$ cat src/charge_hysteresis_controller_unit_defines.svh
// Assertion macros used by the charge hysteresis controller top level.
`ifndef CHARGE_HYSTERESIS_CONTROLLER_UNIT_DEFINES_SVH
`define CHARGE_HYSTERESIS_CONTROLLER_UNIT_DEFINES_SVH

// Same-cycle implication, disabled while reset is held.
`define CHC_ASSERT_NOW(label, clk, rst_n, ante, cons, msg) \
  label: assert property (@(posedge clk) disable iff (!rst_n) (ante) |-> (cons)) \
    else $error(msg);

// Next-cycle implication, disabled while reset is held.
`define CHC_ASSERT_NEXT(label, clk, rst_n, ante, cons, msg) \
  label: assert property (@(posedge clk) disable iff (!rst_n) (ante) |=> (cons)) \
    else $error(msg);

`endif

$ cat src/chc_pkg.sv
// Types, codes and constants shared by the charge hysteresis controller.
package chc_pkg;

  localparam int TICK_WIDTH_DEF = 16;

  localparam logic [3:0]  STREAK_MAX           = 4'd15;
  localparam logic [15:0] FULL_IMPLAUSIBLE_MV  = 16'd3900;
  localparam logic [15:0] EMPTY_IMPLAUSIBLE_MV = 16'd3500;
  localparam logic [7:0]  LEVEL_FULL_CONST     = 8'd100;
  localparam logic [1:0]  CHG_DONE             = 2'd3;

  localparam logic [6:0]  RST_FULL_LEVEL  = 7'd100;
  localparam logic [15:0] RST_MIN_STOP    = 16'd4100;
  localparam logic [15:0] RST_RESUME      = 16'd4000;
  localparam logic [15:0] RST_CRITICAL    = 16'd3300;
  localparam logic [3:0]  RST_DEBOUNCE    = 4'd3;
  localparam logic [15:0] RST_COOLDOWN    = 16'd15000;

  localparam int CFG_ADDR_W = 5;
  localparam int CFG_DATA_W = 32;

  typedef enum logic [0:0] {
    KIND_TICK   = 1'b0,
    KIND_SAMPLE = 1'b1
  } kind_t;

  typedef enum logic [1:0] {
    CHANGE_NONE   = 2'd0,
    CHANGE_STOP   = 2'd1,
    CHANGE_RESUME = 2'd2
  } change_t;

  typedef enum logic [2:0] {
    REG_FULL_LEVEL = 3'd0,
    REG_MIN_STOP   = 3'd1,
    REG_RESUME     = 3'd2,
    REG_CRITICAL   = 3'd3,
    REG_DEBOUNCE   = 3'd4,
    REG_COOLDOWN   = 3'd5
  } reg_idx_t;

  typedef struct packed {
    logic [6:0]  full_level_pct;
    logic [15:0] min_stop_mv;
    logic [15:0] resume_mv;
    logic [15:0] critical_mv;
    logic [3:0]  debounce_needed;
    logic [15:0] cooldown_ticks;
  } cfg_t;

  typedef struct packed {
    kind_t       kind;
    logic [7:0]  level_pct;
    logic [15:0] battery_mv;
    logic [1:0]  charger_status;
    logic [6:0]  estimated_pct;
  } item_t;

  typedef struct packed {
    logic        charging_on;
    change_t     change;
    logic        crit_low;
    logic [3:0]  streak;
    logic [7:0]  used_level_pct;
  } res_t;

endpackage

$ cat src/chc_regs.sv
// Configuration register file behind the APB-style port.
module chc_regs (
  input  logic                              clk,
  input  logic                              rst_n,
  input  logic                              psel,
  input  logic                              penable,
  input  logic                              pwrite,
  input  logic [chc_pkg::CFG_ADDR_W-1:0]    paddr,
  input  logic [chc_pkg::CFG_DATA_W-1:0]    pwdata,
  output logic [chc_pkg::CFG_DATA_W-1:0]    prdata,
  output logic                              pready,
  output chc_pkg::cfg_t                     cfg
);
  import chc_pkg::*;

  cfg_t     cfg_r;
  reg_idx_t idx;
  logic     wr_en;

  assign idx    = reg_idx_t'(paddr[CFG_ADDR_W-1:2]);
  assign wr_en  = psel && penable && pwrite;
  assign pready = 1'b1;
  assign cfg    = cfg_r;

  always_ff @(posedge clk) begin
    if (!rst_n) begin
      cfg_r.full_level_pct  <= RST_FULL_LEVEL;
      cfg_r.min_stop_mv     <= RST_MIN_STOP;
      cfg_r.resume_mv       <= RST_RESUME;
      cfg_r.critical_mv     <= RST_CRITICAL;
      cfg_r.debounce_needed <= RST_DEBOUNCE;
      cfg_r.cooldown_ticks  <= RST_COOLDOWN;
    end else if (wr_en) begin
      unique case (idx)
        REG_FULL_LEVEL: cfg_r.full_level_pct  <= pwdata[6:0];
        REG_MIN_STOP:   cfg_r.min_stop_mv     <= pwdata[15:0];
        REG_RESUME:     cfg_r.resume_mv       <= pwdata[15:0];
        REG_CRITICAL:   cfg_r.critical_mv     <= pwdata[15:0];
        REG_DEBOUNCE:   cfg_r.debounce_needed <= pwdata[3:0];
        REG_COOLDOWN:   cfg_r.cooldown_ticks  <= pwdata[15:0];
        default: ;
      endcase
    end
  end

  always_comb begin
    prdata = '0;
    unique case (idx)
      REG_FULL_LEVEL: prdata = {25'd0, cfg_r.full_level_pct};
      REG_MIN_STOP:   prdata = {16'd0, cfg_r.min_stop_mv};
      REG_RESUME:     prdata = {16'd0, cfg_r.resume_mv};
      REG_CRITICAL:   prdata = {16'd0, cfg_r.critical_mv};
      REG_DEBOUNCE:   prdata = {28'd0, cfg_r.debounce_needed};
      REG_COOLDOWN:   prdata = {16'd0, cfg_r.cooldown_ticks};
      default:        prdata = '0;
    endcase
  end

endmodule

$ cat src/chc_core.sv
// Charge state, debounce streaks and tick counter with their update logic.
module chc_core #(
  parameter int TICK_WIDTH = chc_pkg::TICK_WIDTH_DEF
) (
  input  logic           clk,
  input  logic           rst_n,
  input  logic           step_en,
  input  chc_pkg::item_t item,
  input  chc_pkg::cfg_t  cfg,
  output chc_pkg::res_t  res
);
  import chc_pkg::*;

  localparam int CMP_W = (TICK_WIDTH > 16) ? TICK_WIDTH : 16;

  logic                  charging_r, charging_nxt;
  logic [3:0]            stop_streak_r, stop_streak_nxt;
  logic [3:0]            resume_streak_r, resume_streak_nxt;
  logic [TICK_WIDTH-1:0] ticks_r, ticks_nxt;
  logic                  toggled_r, toggled_nxt;

  logic [7:0] used_level;
  logic       allowed;
  logic       stop_rd;
  logic       resume_rd;
  logic [3:0] stop_inc;
  logic [3:0] resume_inc;

  always_comb begin
    if ((item.level_pct >= LEVEL_FULL_CONST) && (item.battery_mv < FULL_IMPLAUSIBLE_MV)) begin
      used_level = {1'b0, item.estimated_pct};
    end else if ((item.level_pct == 8'd0) && (item.battery_mv > EMPTY_IMPLAUSIBLE_MV)) begin
      used_level = {1'b0, item.estimated_pct};
    end else begin
      used_level = item.level_pct;
    end
  end

  assign allowed = !toggled_r ||
                   (CMP_W'(ticks_r) >= CMP_W'(cfg.cooldown_ticks));
  // A full or done reading is vetoed while the voltage is below the stop floor.
  assign stop_rd = ((item.charger_status == CHG_DONE) ||
                    (used_level >= {1'b0, cfg.full_level_pct})) &&
                   (item.battery_mv >= cfg.min_stop_mv);
  assign resume_rd = (item.battery_mv != 16'd0) && (item.battery_mv < cfg.resume_mv);
  assign stop_inc   = (stop_streak_r   < STREAK_MAX) ? stop_streak_r + 4'd1   : STREAK_MAX;
  assign resume_inc = (resume_streak_r < STREAK_MAX) ? resume_streak_r + 4'd1 : STREAK_MAX;

  always_comb begin
    charging_nxt      = charging_r;
    stop_streak_nxt   = stop_streak_r;
    resume_streak_nxt = resume_streak_r;
    ticks_nxt         = ticks_r;
    toggled_nxt       = toggled_r;
    res.change        = CHANGE_NONE;
    if (item.kind == KIND_TICK) begin
      if (ticks_r != {TICK_WIDTH{1'b1}}) begin
        ticks_nxt = ticks_r + TICK_WIDTH'(1);
      end
    end else if (charging_r) begin
      if (stop_rd) begin
        stop_streak_nxt   = stop_inc;
        resume_streak_nxt = 4'd0;
        if ((stop_inc >= cfg.debounce_needed) && allowed) begin
          charging_nxt    = 1'b0;
          stop_streak_nxt = 4'd0;
          ticks_nxt       = '0;
          toggled_nxt     = 1'b1;
          res.change      = CHANGE_STOP;
        end
      end else begin
        stop_streak_nxt = 4'd0;
      end
    end else begin
      if (resume_rd) begin
        resume_streak_nxt = resume_inc;
        stop_streak_nxt   = 4'd0;
        if ((resume_inc >= cfg.debounce_needed) && allowed) begin
          charging_nxt      = 1'b1;
          resume_streak_nxt = 4'd0;
          ticks_nxt         = '0;
          toggled_nxt       = 1'b1;
          res.change        = CHANGE_RESUME;
        end
      end else begin
        resume_streak_nxt = 4'd0;
      end
    end
    res.charging_on    = charging_nxt;
    res.crit_low       = (item.battery_mv != 16'd0) && (item.battery_mv <= cfg.critical_mv);
    res.streak         = charging_r ? stop_streak_nxt : resume_streak_nxt;
    res.used_level_pct = used_level;
  end

  always_ff @(posedge clk) begin
    if (!rst_n) begin
      charging_r      <= 1'b1;
      stop_streak_r   <= 4'd0;
      resume_streak_r <= 4'd0;
      ticks_r         <= '0;
      toggled_r       <= 1'b0;
    end else if (step_en) begin
      charging_r      <= charging_nxt;
      stop_streak_r   <= stop_streak_nxt;
      resume_streak_r <= resume_streak_nxt;
      ticks_r         <= ticks_nxt;
      toggled_r       <= toggled_nxt;
    end
  end

endmodule

$ cat src/charge_hysteresis_controller_unit.sv
// Top level of the battery charge hysteresis controller with debounce.
`include "charge_hysteresis_controller_unit_defines.svh"

// The block takes one word a cycle on the input channel, either a time tick or
// a battery sample. Each word sits in an input register while the decision
// logic reads it together with the charge state, and a sample then writes its
// result word into the output register, from which it is taken; one word is
// taken every cycle when the result side does not stall. A tick updates the
// tick counter and yields no result; it moves on even while a result waits to
// be taken. A sample waits in the input register only while the output
// register is full and stalled, which is the one thing that sets the rate.
// Charging starts enabled after reset. The user must write the debounce,
// cooldown and voltage thresholds through the register port only while no
// word is in flight; the block does not enforce this. The counter of ticks
// since the last toggle is TICK_WIDTH bits wide and saturates.
module charge_hysteresis_controller_unit #(
  parameter int TICK_WIDTH = chc_pkg::TICK_WIDTH_DEF
) (
  input  logic                           clk,
  input  logic                           rst_n,
  input  logic                           in_valid,
  output logic                           in_stall,
  input  logic                           in_kind,
  input  logic [7:0]                     in_level_pct,
  input  logic [15:0]                    in_battery_mv,
  input  logic [1:0]                     in_charger_status,
  input  logic [6:0]                     in_estimated_pct,
  output logic                           out_valid,
  input  logic                           out_stall,
  output logic                           out_charging_on,
  output logic [1:0]                     out_change,
  output logic                           out_crit_low,
  output logic [3:0]                     out_streak,
  output logic [7:0]                     out_used_level_pct,
  input  logic                           psel,
  input  logic                           penable,
  input  logic                           pwrite,
  input  logic [chc_pkg::CFG_ADDR_W-1:0] paddr,
  input  logic [chc_pkg::CFG_DATA_W-1:0] pwdata,
  output logic [chc_pkg::CFG_DATA_W-1:0] prdata,
  output logic                           pready
);
  import chc_pkg::*;

  cfg_t  cfg;
  item_t s1_r;
  logic  s1_valid_r, s1_valid_nxt;
  res_t  res;
  res_t  out_r;
  logic  out_valid_r, out_valid_nxt;
  logic  in_take;
  logic  advance;
  logic  adv_sample;

  chc_regs u_regs (
    .clk     (clk),
    .rst_n   (rst_n),
    .psel    (psel),
    .penable (penable),
    .pwrite  (pwrite),
    .paddr   (paddr),
    .pwdata  (pwdata),
    .prdata  (prdata),
    .pready  (pready),
    .cfg     (cfg)
  );

  // A tick never needs the output register; a sample needs it empty or
  // being emptied in this same cycle.
  assign advance    = s1_valid_r &&
                      ((s1_r.kind == KIND_TICK) || !out_valid_r || !out_stall);
  assign adv_sample = advance && (s1_r.kind == KIND_SAMPLE);
  assign in_stall   = s1_valid_r && !advance;
  assign in_take    = in_valid && !in_stall;

  chc_core #(
    .TICK_WIDTH (TICK_WIDTH)
  ) u_core (
    .clk     (clk),
    .rst_n   (rst_n),
    .step_en (advance),
    .item    (s1_r),
    .cfg     (cfg),
    .res     (res)
  );

  always_comb begin
    s1_valid_nxt = s1_valid_r;
    if (in_take) begin
      s1_valid_nxt = 1'b1;
    end else if (advance) begin
      s1_valid_nxt = 1'b0;
    end
  end

  always_comb begin
    out_valid_nxt = out_valid_r;
    if (adv_sample) begin
      out_valid_nxt = 1'b1;
    end else if (!out_stall) begin
      out_valid_nxt = 1'b0;
    end
  end

  always_ff @(posedge clk) begin
    if (!rst_n) begin
      s1_valid_r  <= 1'b0;
      out_valid_r <= 1'b0;
    end else begin
      s1_valid_r  <= s1_valid_nxt;
      out_valid_r <= out_valid_nxt;
    end
  end

  // Payload registers load without reset.
  always_ff @(posedge clk) begin
    if (in_take) begin
      s1_r.kind           <= kind_t'(in_kind);
      s1_r.level_pct      <= in_level_pct;
      s1_r.battery_mv     <= in_battery_mv;
      s1_r.charger_status <= in_charger_status;
      s1_r.estimated_pct  <= in_estimated_pct;
    end
    if (adv_sample) begin
      out_r <= res;
    end
  end

  assign out_valid          = out_valid_r;
  assign out_charging_on    = out_r.charging_on;
  assign out_change         = out_r.change;
  assign out_crit_low       = out_r.crit_low;
  assign out_streak         = out_r.streak;
  assign out_used_level_pct = out_r.used_level_pct;

  // A sample must never overwrite a result word that is still held back.
  `CHC_ASSERT_NOW(a_no_overwrite, clk, rst_n, out_valid_r && out_stall, !adv_sample, "result word overwritten while stalled")
  // A stop leaves charging off and a resume leaves it on.
  `CHC_ASSERT_NOW(a_change_dir, clk, rst_n, out_valid_r && (out_r.change != CHANGE_NONE), out_r.charging_on == (out_r.change == CHANGE_RESUME), "change code disagrees with charging state")
  // A toggle always clears the streak it reports.
  `CHC_ASSERT_NOW(a_toggle_streak, clk, rst_n, out_valid_r && (out_r.change != CHANGE_NONE), out_r.streak == 4'd0, "streak not cleared on toggle")
  // A word held in the input register with a free result side moves on.
  `CHC_ASSERT_NEXT(a_drain, clk, rst_n, s1_valid_r && !out_valid_r && !in_valid, !s1_valid_r, "input register failed to drain")

endmodule

$ cat config.mk
export PLATFORM = sky130hd
export DESIGN_NAME = charge_hysteresis_controller_unit
export DESIGN_NICKNAME = d
export VERILOG_FILES = /design/src/chc_pkg.sv /design/src/chc_regs.sv /design/src/chc_core.sv /design/src/charge_hysteresis_controller_unit.sv
export VERILOG_INCLUDE_DIRS = /design/src /design/src/src
export SDC_FILE = /design/constraint.sdc
export NUM_CORES = 1
export LEC_CHECK = 0
export BUFFER_PORTS_ARGS = -buffer_cell sky130_fd_sc_hd__buf_4
export CELL_PAD_IN_SITES_DETAIL_PLACEMENT = 1
export CELL_PAD_IN_SITES_GLOBAL_PLACEMENT = 2
export CORE_MARGIN = 2
export CORE_UTILIZATION = 30
export DETAILED_ROUTE_END_ITERATION = 6
export PLACE_DENSITY_LB_ADDON = 0.25
export RECOVER_POWER = 25
export SETUP_SLACK_MARGIN = 0.05
export SYNTH_ARGS = -nofsm -noshare
export SYNTH_HDL_FRONTEND = slang
export SYNTH_SLANG_ARGS = --single-unit
export TNS_END_PERCENT = 10
$ cat constraint.sdc
create_clock -name clk -period 7.25 [get_ports clk]
set_input_delay 0.3625 -clock clk [delete_from_list [all_inputs] [get_ports clk]]
set_output_delay 0.3625 -clock clk [all_outputs]
set_load 0.005 [all_outputs]
======== Word-level counts from Yosys, hierarchy flattened ========
Index checks and enable logic that the tools add are counted.
W data, S select, Z words.
operators by class
  reduce and logical (&&, ||, !) cells .... 37
  eq/ne operators ......................... 14
  add/sub/neg operators ................... 3
  bitwise gates (word level) .............. 1
  multiplexer cells ....................... 43
  magnitude comparators ................... 12
operator list
  kind                     count
  $mux W16                 7
  $pmux W16 S6             1
  $mux W4                  13
  $ge A16 B16 Y1           2
  $add A16 B1 Y16 const B  1
  $gt A16 B12 Y1 const B   1
  $le A16 B16 Y1           1
  $lt A16 B12 Y1 const B   1
  $lt A16 B16 Y1           1
  $mux W1                  16
  $mux W8                  2
  $ne A16 B16 Y1 const B   1
  $reduce_bool A16 Y1      1
  $logic_and A1 B1 Y1      13
  $reduce_and A2 Y1        6
  $reduce_and A6 Y1        2
  $add A4 B1 Y4 const B    2
  $ge A4 B4 Y1             2
  $ge A8 B7 Y1             1
  $ge A8 B7 Y1 const B     1
  $logic_not A8 Y1         1
  $lt A4 B4 Y1 const B     2
  $mux W2                  4
  $reduce_bool A2 Y1       4
  12 further kinds         24
storage, ports and cells
  flip-flop bits (word level) ............. 153
  output and inout bits ................... 51
  input bits .............................. 78
  word-level logic and storage cells ...... 133

======== Depth between registers and ports, before layout ========
Gate-level depths: netlist of run 1.
  depth in word-level cells ............... 11
  depth in mapped cells ................... 20
  mapped depth without buffers ............ 17

======== Modules after synthesis ========
Synthesis of run 1 repeated with hierarchy kept, for this count alone.
second synthesis, totals
  cells, all modules ...................... 929
  area, all modules ....................... 8904.8 µm²
modules (own cells, without submodules)
  module                             sequential area each (µm²)  area each (µm²)  cells each  instances
  chc_core                           520.5                       3721.1           478         1
  chc_regs                           1501.4                      3587.2           390         1
  charge_hysteresis_controller_unit  1541.5                      1596.5           61          1

======== Worst setup path before layout of run 1 ========
OpenSTA, ideal clock, no wires.
  path type ............................... register to register
  from .................................... register s1_r[23] (netlist bit)
  to ...................................... register u_core.ticks_r[12]
  path buffers ............................ 2
  setup slack ............................. 3304 ps
  library setup time ...................... 70 ps
  cell stages (with the launch flop) ...... 17
  data arrival time ....................... 3875 ps
  data required time ...................... 7180 ps
  period minus slack after synthesis ...... 3946 ps
  cells stage by stage .................... edfxtp_1 or4_1 nor3_2 a21oi_1 o21ai_0 o41a_1 clkbuf_1 mux2_2 ha_1 a21o_1 a211oi_1 o211a_1 nor3_1 o21ai_2 buf_6 or4_1 a21oi_1
RTL lines
  item                  line                                     text
  from (decl)           charge_hysteresis_controller_unit.sv:46  item_t s1_r;
  to (signal assigned)  chc_core.sv:106                          ticks_r <= ticks_nxt;
  to (decl)             chc_core.sv:19                           logic [TICK_WIDTH-1:0] ticks_r, ticks_nxt;

==> results of run 1 <==
## worst max-delay path by stage
stage | start | endpoint | slack (ns) | cells past startpoint
floorplan | s1_r[23] | u_core.ticks_r[12] | 3.30 | 16
global placement | s1_r[24] | u_core.ticks_r[12] | 2.35 | 14
detailed placement | s1_r[24] | u_core.ticks_r[12] | 2.33 | 14
CTS | s1_r[24] | u_core.ticks_r[7] | 2.27 | 14
global route | s1_r[23] | u_core.ticks_r[3] | 1.82 | 14
finish | s1_r[24] | u_core.ticks_r[7] | 2.31 | 14
## metrics by stage
step                worst slack (ns)  hold WS [ns]  std cells  cell area (µm²)  power, µW
detailed placement              2.33         0.463       1402             9510       1120
floorplan                       3.30         0.421        981             8560       1040
global route                    1.82         0.107       1434            10100       2070
global placement                2.35         0.448       1402             9510       1120
finish                          2.31         0.121       1434            10100       1990
CTS                             2.27        0.0776       1434            10100       2020
## worst reg2reg max path, cell delays in order, from the launching register on
cell      delay (ns)
edfxtp_1        0.50
or4_1           0.71
nor3_2          0.36
a21oi_1         0.10
o21ai_0         0.11
o41a_1          0.45
mux2_2          0.41
ha_1            0.31
a21o_1          0.16
a221oi_1        0.29
o211a_1         0.30
nor3_1          0.12
o21ai_2         0.68
o21ai_1         0.18
a21oi_1         0.17
## kinds of logic (layout without fill, tap and decap cells)
group	count (synthesis)	count (layout)	share of synthesized area [%]
compound gates	238	238	17.4
fa+ha+maj	81	81	11.9
buf+inv	151	226	7.55
flops	153	153	41.9
mux	35	35	4.65
other cells	2	17	0.0883
simple gates	306	306	16.5
## layer usage
layer,vias up,share of wire [%]
li1,3542,-
met1,3452,49
met2,103,47
met3,24,2.9
met4,0,1.3
met5,-,0
## registers in the layout, indices dropped and copies added, names as in the netlist, 2 cells and up
name / flops
out_change: 2
u_regs.cfg: 75
out_used_level_pct: 8
out_streak: 4
u_core.ticks_r: 16
u_core.resume_streak_r: 4
s1_r: 34
u_core.stop_streak_r: 4
## layout make-up
class	count	area share (%)
Clock buffer	21	4.59
Multi-Input combinational cell	677	43.5
Tap cell	378	4.70
Sequential cell	153	35.4
Timing Repair Buffer	97	7.02
Inverter	97	3.62
Clock inverter	11	1.12
## Yosys cell counts (9+ instances only)
| cell type | number | area, µm² |
|---|---|---|
| nand2_1 | 148 | 556 |
| dfxtp_1 | 103 | 2060 |
| a21oi_1 | 101 | 505 |
| inv_1 | 97 | 364 |
| ha_1 | 81 | 1010 |
| edfxtp_1 | 50 | 1500 |
| nor2_1 | 48 | 180 |
| clkbuf_1 | 30 | 113 |
| o21ai_0 | 30 | 150 |
| mux2i_1 | 26 | 260 |
| o211ai_1 | 24 | 180 |
| nand3_1 | 22 | 110 |
| buf_4 | 18 | 135 |
| nor3_1 | 16 | 80.1 |
| a21o_1 | 13 | 97.6 |
| nand4_1 | 13 | 81.3 |
| nand2b_1 | 12 | 75.1 |
| or3_1 | 10 | 62.6 |
| a211oi_1 | 9 | 67.6 |
## power by group through the flow
stage | Sequential, µW | Clock (µW) | Combinational (µW)
2_1_floorplan | 934 | 0 | 101
3_3_place_gp | 943 | 0 | 175
3_5_place_dp | 943 | 0 | 178
4_1_cts | 924 | 915 | 179
5_1_grt | 926 | 944 | 195
6_report | 924 | 889 | 174
==> summary.md, run 1 <==
| Metric | Value |
|---|---|
| Clk pwr share | `between 40 and 50%` |
| CP Launch Type | `register` |
| Fin crit period | `roughly 5 ns` |
| Flip-flop and latch area | `approximately 0.0036 mm²` |
| Final nets | `1202` |
| Clock Skew | `around 0.012 ns` |
| WL/cell | `roughly 19 µm` |
| Library cells used by synthesis | `56` |
| Utilization after layout | `~36%` |
| Vias | `approximately 7100` |
| Max FO, Critical Path | `22` |
| Power per cell area | `between 150 and 200 mW/mm²` |
| Clock slew at reported path FFs | `0.07 ns` |
| RSZ-0062 raised after global routing | `false` |
| CP peak stage delay | `about 0.7 ns` |
| CTS Hold Bufs | `0` |
| Register area share after synthesis | `about two fifths` |
| Area growth syn-to-layout | `18.3%` |
| CP most frequent cell | `a21oi_1` |
| Worst slew pin tran | `approximately 1.6 ns` |
| CP max-delay cell | `or4_1` |
| Met3 GRT Util | `about 2.9%` |
| H-Tree Depth | `4` |
| Switching pwr | `between 500 and 600 µW` |
| Endpoints failing setup | `0` |
| Hold path depth | `1` |
| WP data required | `around 7.6 ns` |
| Initial Utilization | `between 30% and 40%` |
| Fill count | `between 3000 and 4000` |
| Final worst-path cycle share | `approximately 70%` |
| Hold Crit Start | `in_battery_mv[12]` |
| Max Clk Rate | `0.202 GHz` |
| Critical path class | `register to register` |
| Site Rows | `61` |
| Sw Share | `between 20% and 30%` |
| CP delay by family, top | `compound AO/OA/AOI/OAI gates` |
| Die ar. | `0.0297 mm²` |
| Number of synthesized register bits | `about 150` |
| WP data arrival | `between 5 and 6 ns` |
| Die Y | `~170 µm` |
| # IOs | `around 130` |
| RR Startpoint | `s1_r[24]` |
| P_leak | `roughly 0.0040 µW` |
| Routability cong. | `roughly 0.85` |
| Sequential fraction of design power | `between 40% and 50%` |
| Clock Tree Buf Depth | `2` |
| Diode count | `0` |
| Bufs and invs on worst path | `0` |
| Vias in the first global route | `between 7000 and 8000` |
| Via density | `4.97` |
| Post-CTS Setup Repair Bufs | `0` |
| Violated checks | `capacitance limit, slew limit` |
| Hold Path End | `s1_r[21]` |
| Ys async rst share | `0%` |
| Met2 Use GR | `a little under a third` |
| Most frequent cells in the layout | `nand2_1, dfxtp_1, a21oi_1, inv_1, ha_1` |
| Core box area | `roughly 0.028 mm²` |
| FF-to-FF setup slack | `between 2 and 2.5 ns` |
| CP endpoint kind | `register` |
| First-pass GRT wire length | `between 40000 and 50000 µm` |
| DP HPWL | `slightly above 20000 µm` |
| Gr usage total | `19.4%` |
| Setup tns final | `0 ns` |
| Status | `finished, violations left` |
| FF-to-FF path depth | `14` |
| Reg2Reg Capture Point | `u_core.ticks_r[7]` |
| Post-synthesis average cell area | `between 8 and 9 µm²` |
| Worst slew margin | `-8.53%` |
| Clk sinks | `153` |
| Post-synth EDFFs | `50` |
| Endpoints failing hold | `0` |
| Global routing's busiest layer | `met2` |
| Drt first pass iters | `4` |
| CTS Root Cell | `clkbuf_16` |
| Most common cell after layout, fill and taps aside | `nand2_1` |
| Number of I/O port buffers | `93` |
| Final WL | `roughly 28000 µm` |
| Share of cells above drive strength 1 | `a little over an eighth` |
| Internal power | `around 1500 µW` |
| CTS tree | `yes` |
| YS warnings | `0` |
| Maximum vdd drop | `0.000163 V` |
| Cts bufs inserted | `17` |
| Cells after Synth | `966` |
| Largest net degree at the start of global routing | `between 50 and 60` |
| Fin. max-slew vios | `28` |
| Multi-input gate area | `0.00438 mm²` |
| PostCTS Resize Cnt | `0` |
| Hold crit path type | `input port to register` |
| Met1 Usage GRT | `26.7%` |
| Starting DRT DRC Count | `~340` |
| Max Cap Viol | `1` |
| Synth Cell Area | `0.00851 mm²` |
| Drt drc | `0` |
| Die Width | `between 150 and 200 µm` |
| Clk_lat worst skew | `approximately 0.43 ns` |
| Grt total ovfl | `0` |
| Crit path cell chain | `or4_1 -> nor3_2 -> a21oi_1 -> o21ai_0 -> o41a_1 -> mux2_2 -> ha_1 -> a21o_1 -> a221oi_1 -> o211a_1 -> nor3_1 -> o21ai_2 -> o21ai_1 -> a21oi_1` |
| Antenna violations before repair | `0` |
| Synth Flop Type | `dfxtp_1` |
| Combinational Power Share | `8.8%` |
| Post-DRT Antenna Nets | `0` |
Power figures use the tool's default switching activity.
==> run 2, diff against run 1 <==
- clock period: 7.25 -> 4.99 ns (I/O delays scaled with it)
==> summary.md, run 2 (same netlist as run 1, synthesis figures left out) <==
| Metric | Value |
|---|---|
| Initial Utilization | `30.5% (unchanged)` |
| Grt total ovfl | `0 (unchanged)` |
| Endpoints failing setup | `0 (unchanged)` |
| Max Cap Viol | `1 (unchanged)` |
| Final nets | `1239 (was 1202)` |
| Power per cell area | `276 mW/mm² (was 198 mW/mm²)` |
| CP endpoint kind | `register (unchanged)` |
| Hold path depth | `3 (was 1)` |
| Final WL | `28200 µm (was 27800 µm)` |
| RR Startpoint | `s1_r[24] (unchanged)` |
| FF-to-FF path depth | `14 (unchanged)` |
| Max reg flops | `75 (unchanged)` |
| Endpoints failing hold | `0 (unchanged)` |
| Vias | `7336 (was 7121)` |
| WP data arrival | `4.90 ns (was 5.28 ns)` |
| FF-to-FF setup slack | `0.45 ns (was 2.31 ns)` |
| Clk_lat worst skew | `0.44 ns (was 0.43 ns)` |
| Die Width | `172 µm (unchanged)` |
| Area growth syn-to-layout | `22.0% (was 18.3%)` |
| Clock Skew | `0.0176 ns (was 0.0116 ns)` |
| Maximum vdd drop | `0.000243 V (was 0.000163 V)` |
| Site Rows | `61 (unchanged)` |
| Clock Tree Buf Depth | `2 (unchanged)` |
| Largest net degree at the start of global routing | `59 (unchanged)` |
| First-pass GRT wire length | `44200 µm (was 43200 µm)` |
| Hold Crit Start | `in_valid (was in_battery_mv[12])` |
| Die Y | `172 µm (unchanged)` |
| Die ar. | `0.0297 mm² (unchanged)` |
| Drt first pass iters | `5 (was 4)` |
| Cts bufs inserted | `17 (unchanged)` |
| RSZ-0062 raised after global routing | `false (unchanged)` |
| Routability cong. | `0.792 (was 0.850)` |
| CP Launch Type | `register (unchanged)` |
| Drt drc | `0 (unchanged)` |
| P_leak | `0.00415 µW (was 0.00404 µW)` |
| Core box area | `0.0279 mm² (unchanged)` |
| Antenna violations before repair | `0 (unchanged)` |
| CTS tree | `yes (unchanged)` |
| Final worst-path cycle share | `91.0% (was 68.1%)` |
| Most frequent cells in the layout | `nand2_1, dfxtp_1, a21oi_1, inv_1, ha_1 (unchanged)` |
| Max Clk Rate | `0.220 GHz (was 0.202 GHz)` |
| WL/cell | `19.2 µm (was 19.4 µm)` |
| Hold crit path type | `input port to register (unchanged)` |
| Max FO, Critical Path | `8 (was 22)` |
| WHS | `0.0361 ns (was 0.121 ns)` |
| Hold Path End | `s1_valid_r (was s1_r[21])` |
| Setup tns final | `0 ns (unchanged)` |
| Violated checks | `capacitance limit, slew limit (unchanged)` |
| CTS Root Cell | `clkbuf_16 (unchanged)` |
| # IOs | `129 (unchanged)` |
| Worst slew margin | `-7.50% (was -8.53%)` |
| Most common cell after layout, fill and taps aside | `nand2_1 (unchanged)` |
| Utilization after layout | `37.2% (was 36.1%)` |
| Clock slew at reported path FFs | `0.07 ns (about the same)` |
| Status | `finished, violations left (unchanged)` |
| Reg2Reg Capture Point | `u_core.ticks_r[5] (was u_core.ticks_r[7])` |
| Via density | `4.99 (was 4.97)` |
| WP data required | `5.35 ns (was 7.59 ns)` |
| Critical path class | `register to register (unchanged)` |
| Diode count | `0 (unchanged)` |
| Vias in the first global route | `7515 (was 7268)` |
| Gr usage total | `19.8% (was 19.4%)` |
| Fin crit period | `4.54 ns (was 4.94 ns)` |
| H-Tree Depth | `4 (unchanged)` |
| Clk sinks | `153 (unchanged)` |
| DP HPWL | `20500 µm (was 20400 µm)` |
| Number of I/O port buffers | `93 (unchanged)` |
| Starting DRT DRC Count | `314 (was 341)` |
| Share of cells above drive strength 1 | `13.1% (was 13.5%)` |
| Post-DRT Antenna Nets | `0 (unchanged)` |
| Worst slew pin tran | `1.61 ns (was 1.63 ns)` |
| Fin. max-slew vios | `28 (unchanged)` |
-- run 2: cell count changes in the layout (fill, tap and decap cells not counted), moves of 4 or more --
cell,delta
dlygate4sd3_1,+33
clkinv_4,-4
clkbuf_4,-4
clkbuf_1,+5
clkinvlp_4,+5
buf_4,+5
-- run 2: area by class of cell --
type	instances	area (µm²)
clock buffers	22	444
repair buffers	134	1050
well taps	378	473
inverters	97	364
clock inverters	10	97.6
fillers	3287	17500
multi-input cells	677	4380
flip-flops and latches	153	3560
-- run 2: per-layer routing --
metal | wire [µm] | vias up | GRT usage, %
met5 | 0 | - | 0
met4 | 252 | 0 | 4.06
met3 | 1030 | 19 | 3.04
met2 | 13400 | 143 | 33.5
met1 | 13500 | 3549 | 26.8
li1 | - | 3625 | -
-- run 2: critical path, cell delays in order, from the launching register on --
cell and delay, ns:
edfxtp_1 0.44, or4_1 0.69, nor3_2 0.34, a21oi_1 0.11
o21ai_0 0.09, o41a_2 0.30, mux2_2 0.38, ha_1 0.27
a21o_1 0.10, a211oi_1 0.07, o211a_1 0.29, nor3_1 0.42
o2111ai_1 0.39, or3_1 0.42, a21oi_1 0.14
-- run 2: worst max-delay path by stage --
stage / depth (start not counted) / slack (ns) / end / from
3_5_place_dp: 14 / 0.31 / u_core.ticks_r[5] / s1_r[24]
2_1_floorplan: 16 / 1.04 / u_core.ticks_r[12] / s1_r[23]
3_3_place_gp: 14 / 0.38 / u_core.ticks_r[13] / s1_r[24]
6_report: 14 / 0.45 / u_core.ticks_r[5] / s1_r[24]
4_1_cts: 14 / 0.30 / u_core.ticks_r[5] / s1_r[24]
5_1_grt: 14 / 0.13 / u_core.ticks_r[5] / s1_r[24]
-- run 2: power by group --
part / switching, µW / internal [µW]
Sequential: 26.3 / 1310
Clock: 559 / 688
Combinational: 158 / 120
Total: 744 / 2120
-- run 2: per-stage QoR --
| stage | total power (µW) | area [µm²] | worst slack (ns) | cells |
|---|---|---|---|---|
| floorplan | 1500 | 8560 | 1.04 | 981 |
| global placement | 1630 | 9540 | 0.375 | 1406 |
| detailed placement | 1630 | 9540 | 0.307 | 1406 |
| CTS | 2900 | 10400 | 0.298 | 1471 |
| global route | 2970 | 10400 | 0.127 | 1471 |
| finish | 2870 | 10400 | 0.449 | 1471 |
-- run 2: what timing repair did --
item | 4_1_cts | 5_1_grt
endpoints found under the hold margin | 33 | 0
resized for setup | 0 | 1
buffers inserted | 0 | 0
hold buffers | 33 | 0
setup endpoints to repair | 0 | 14
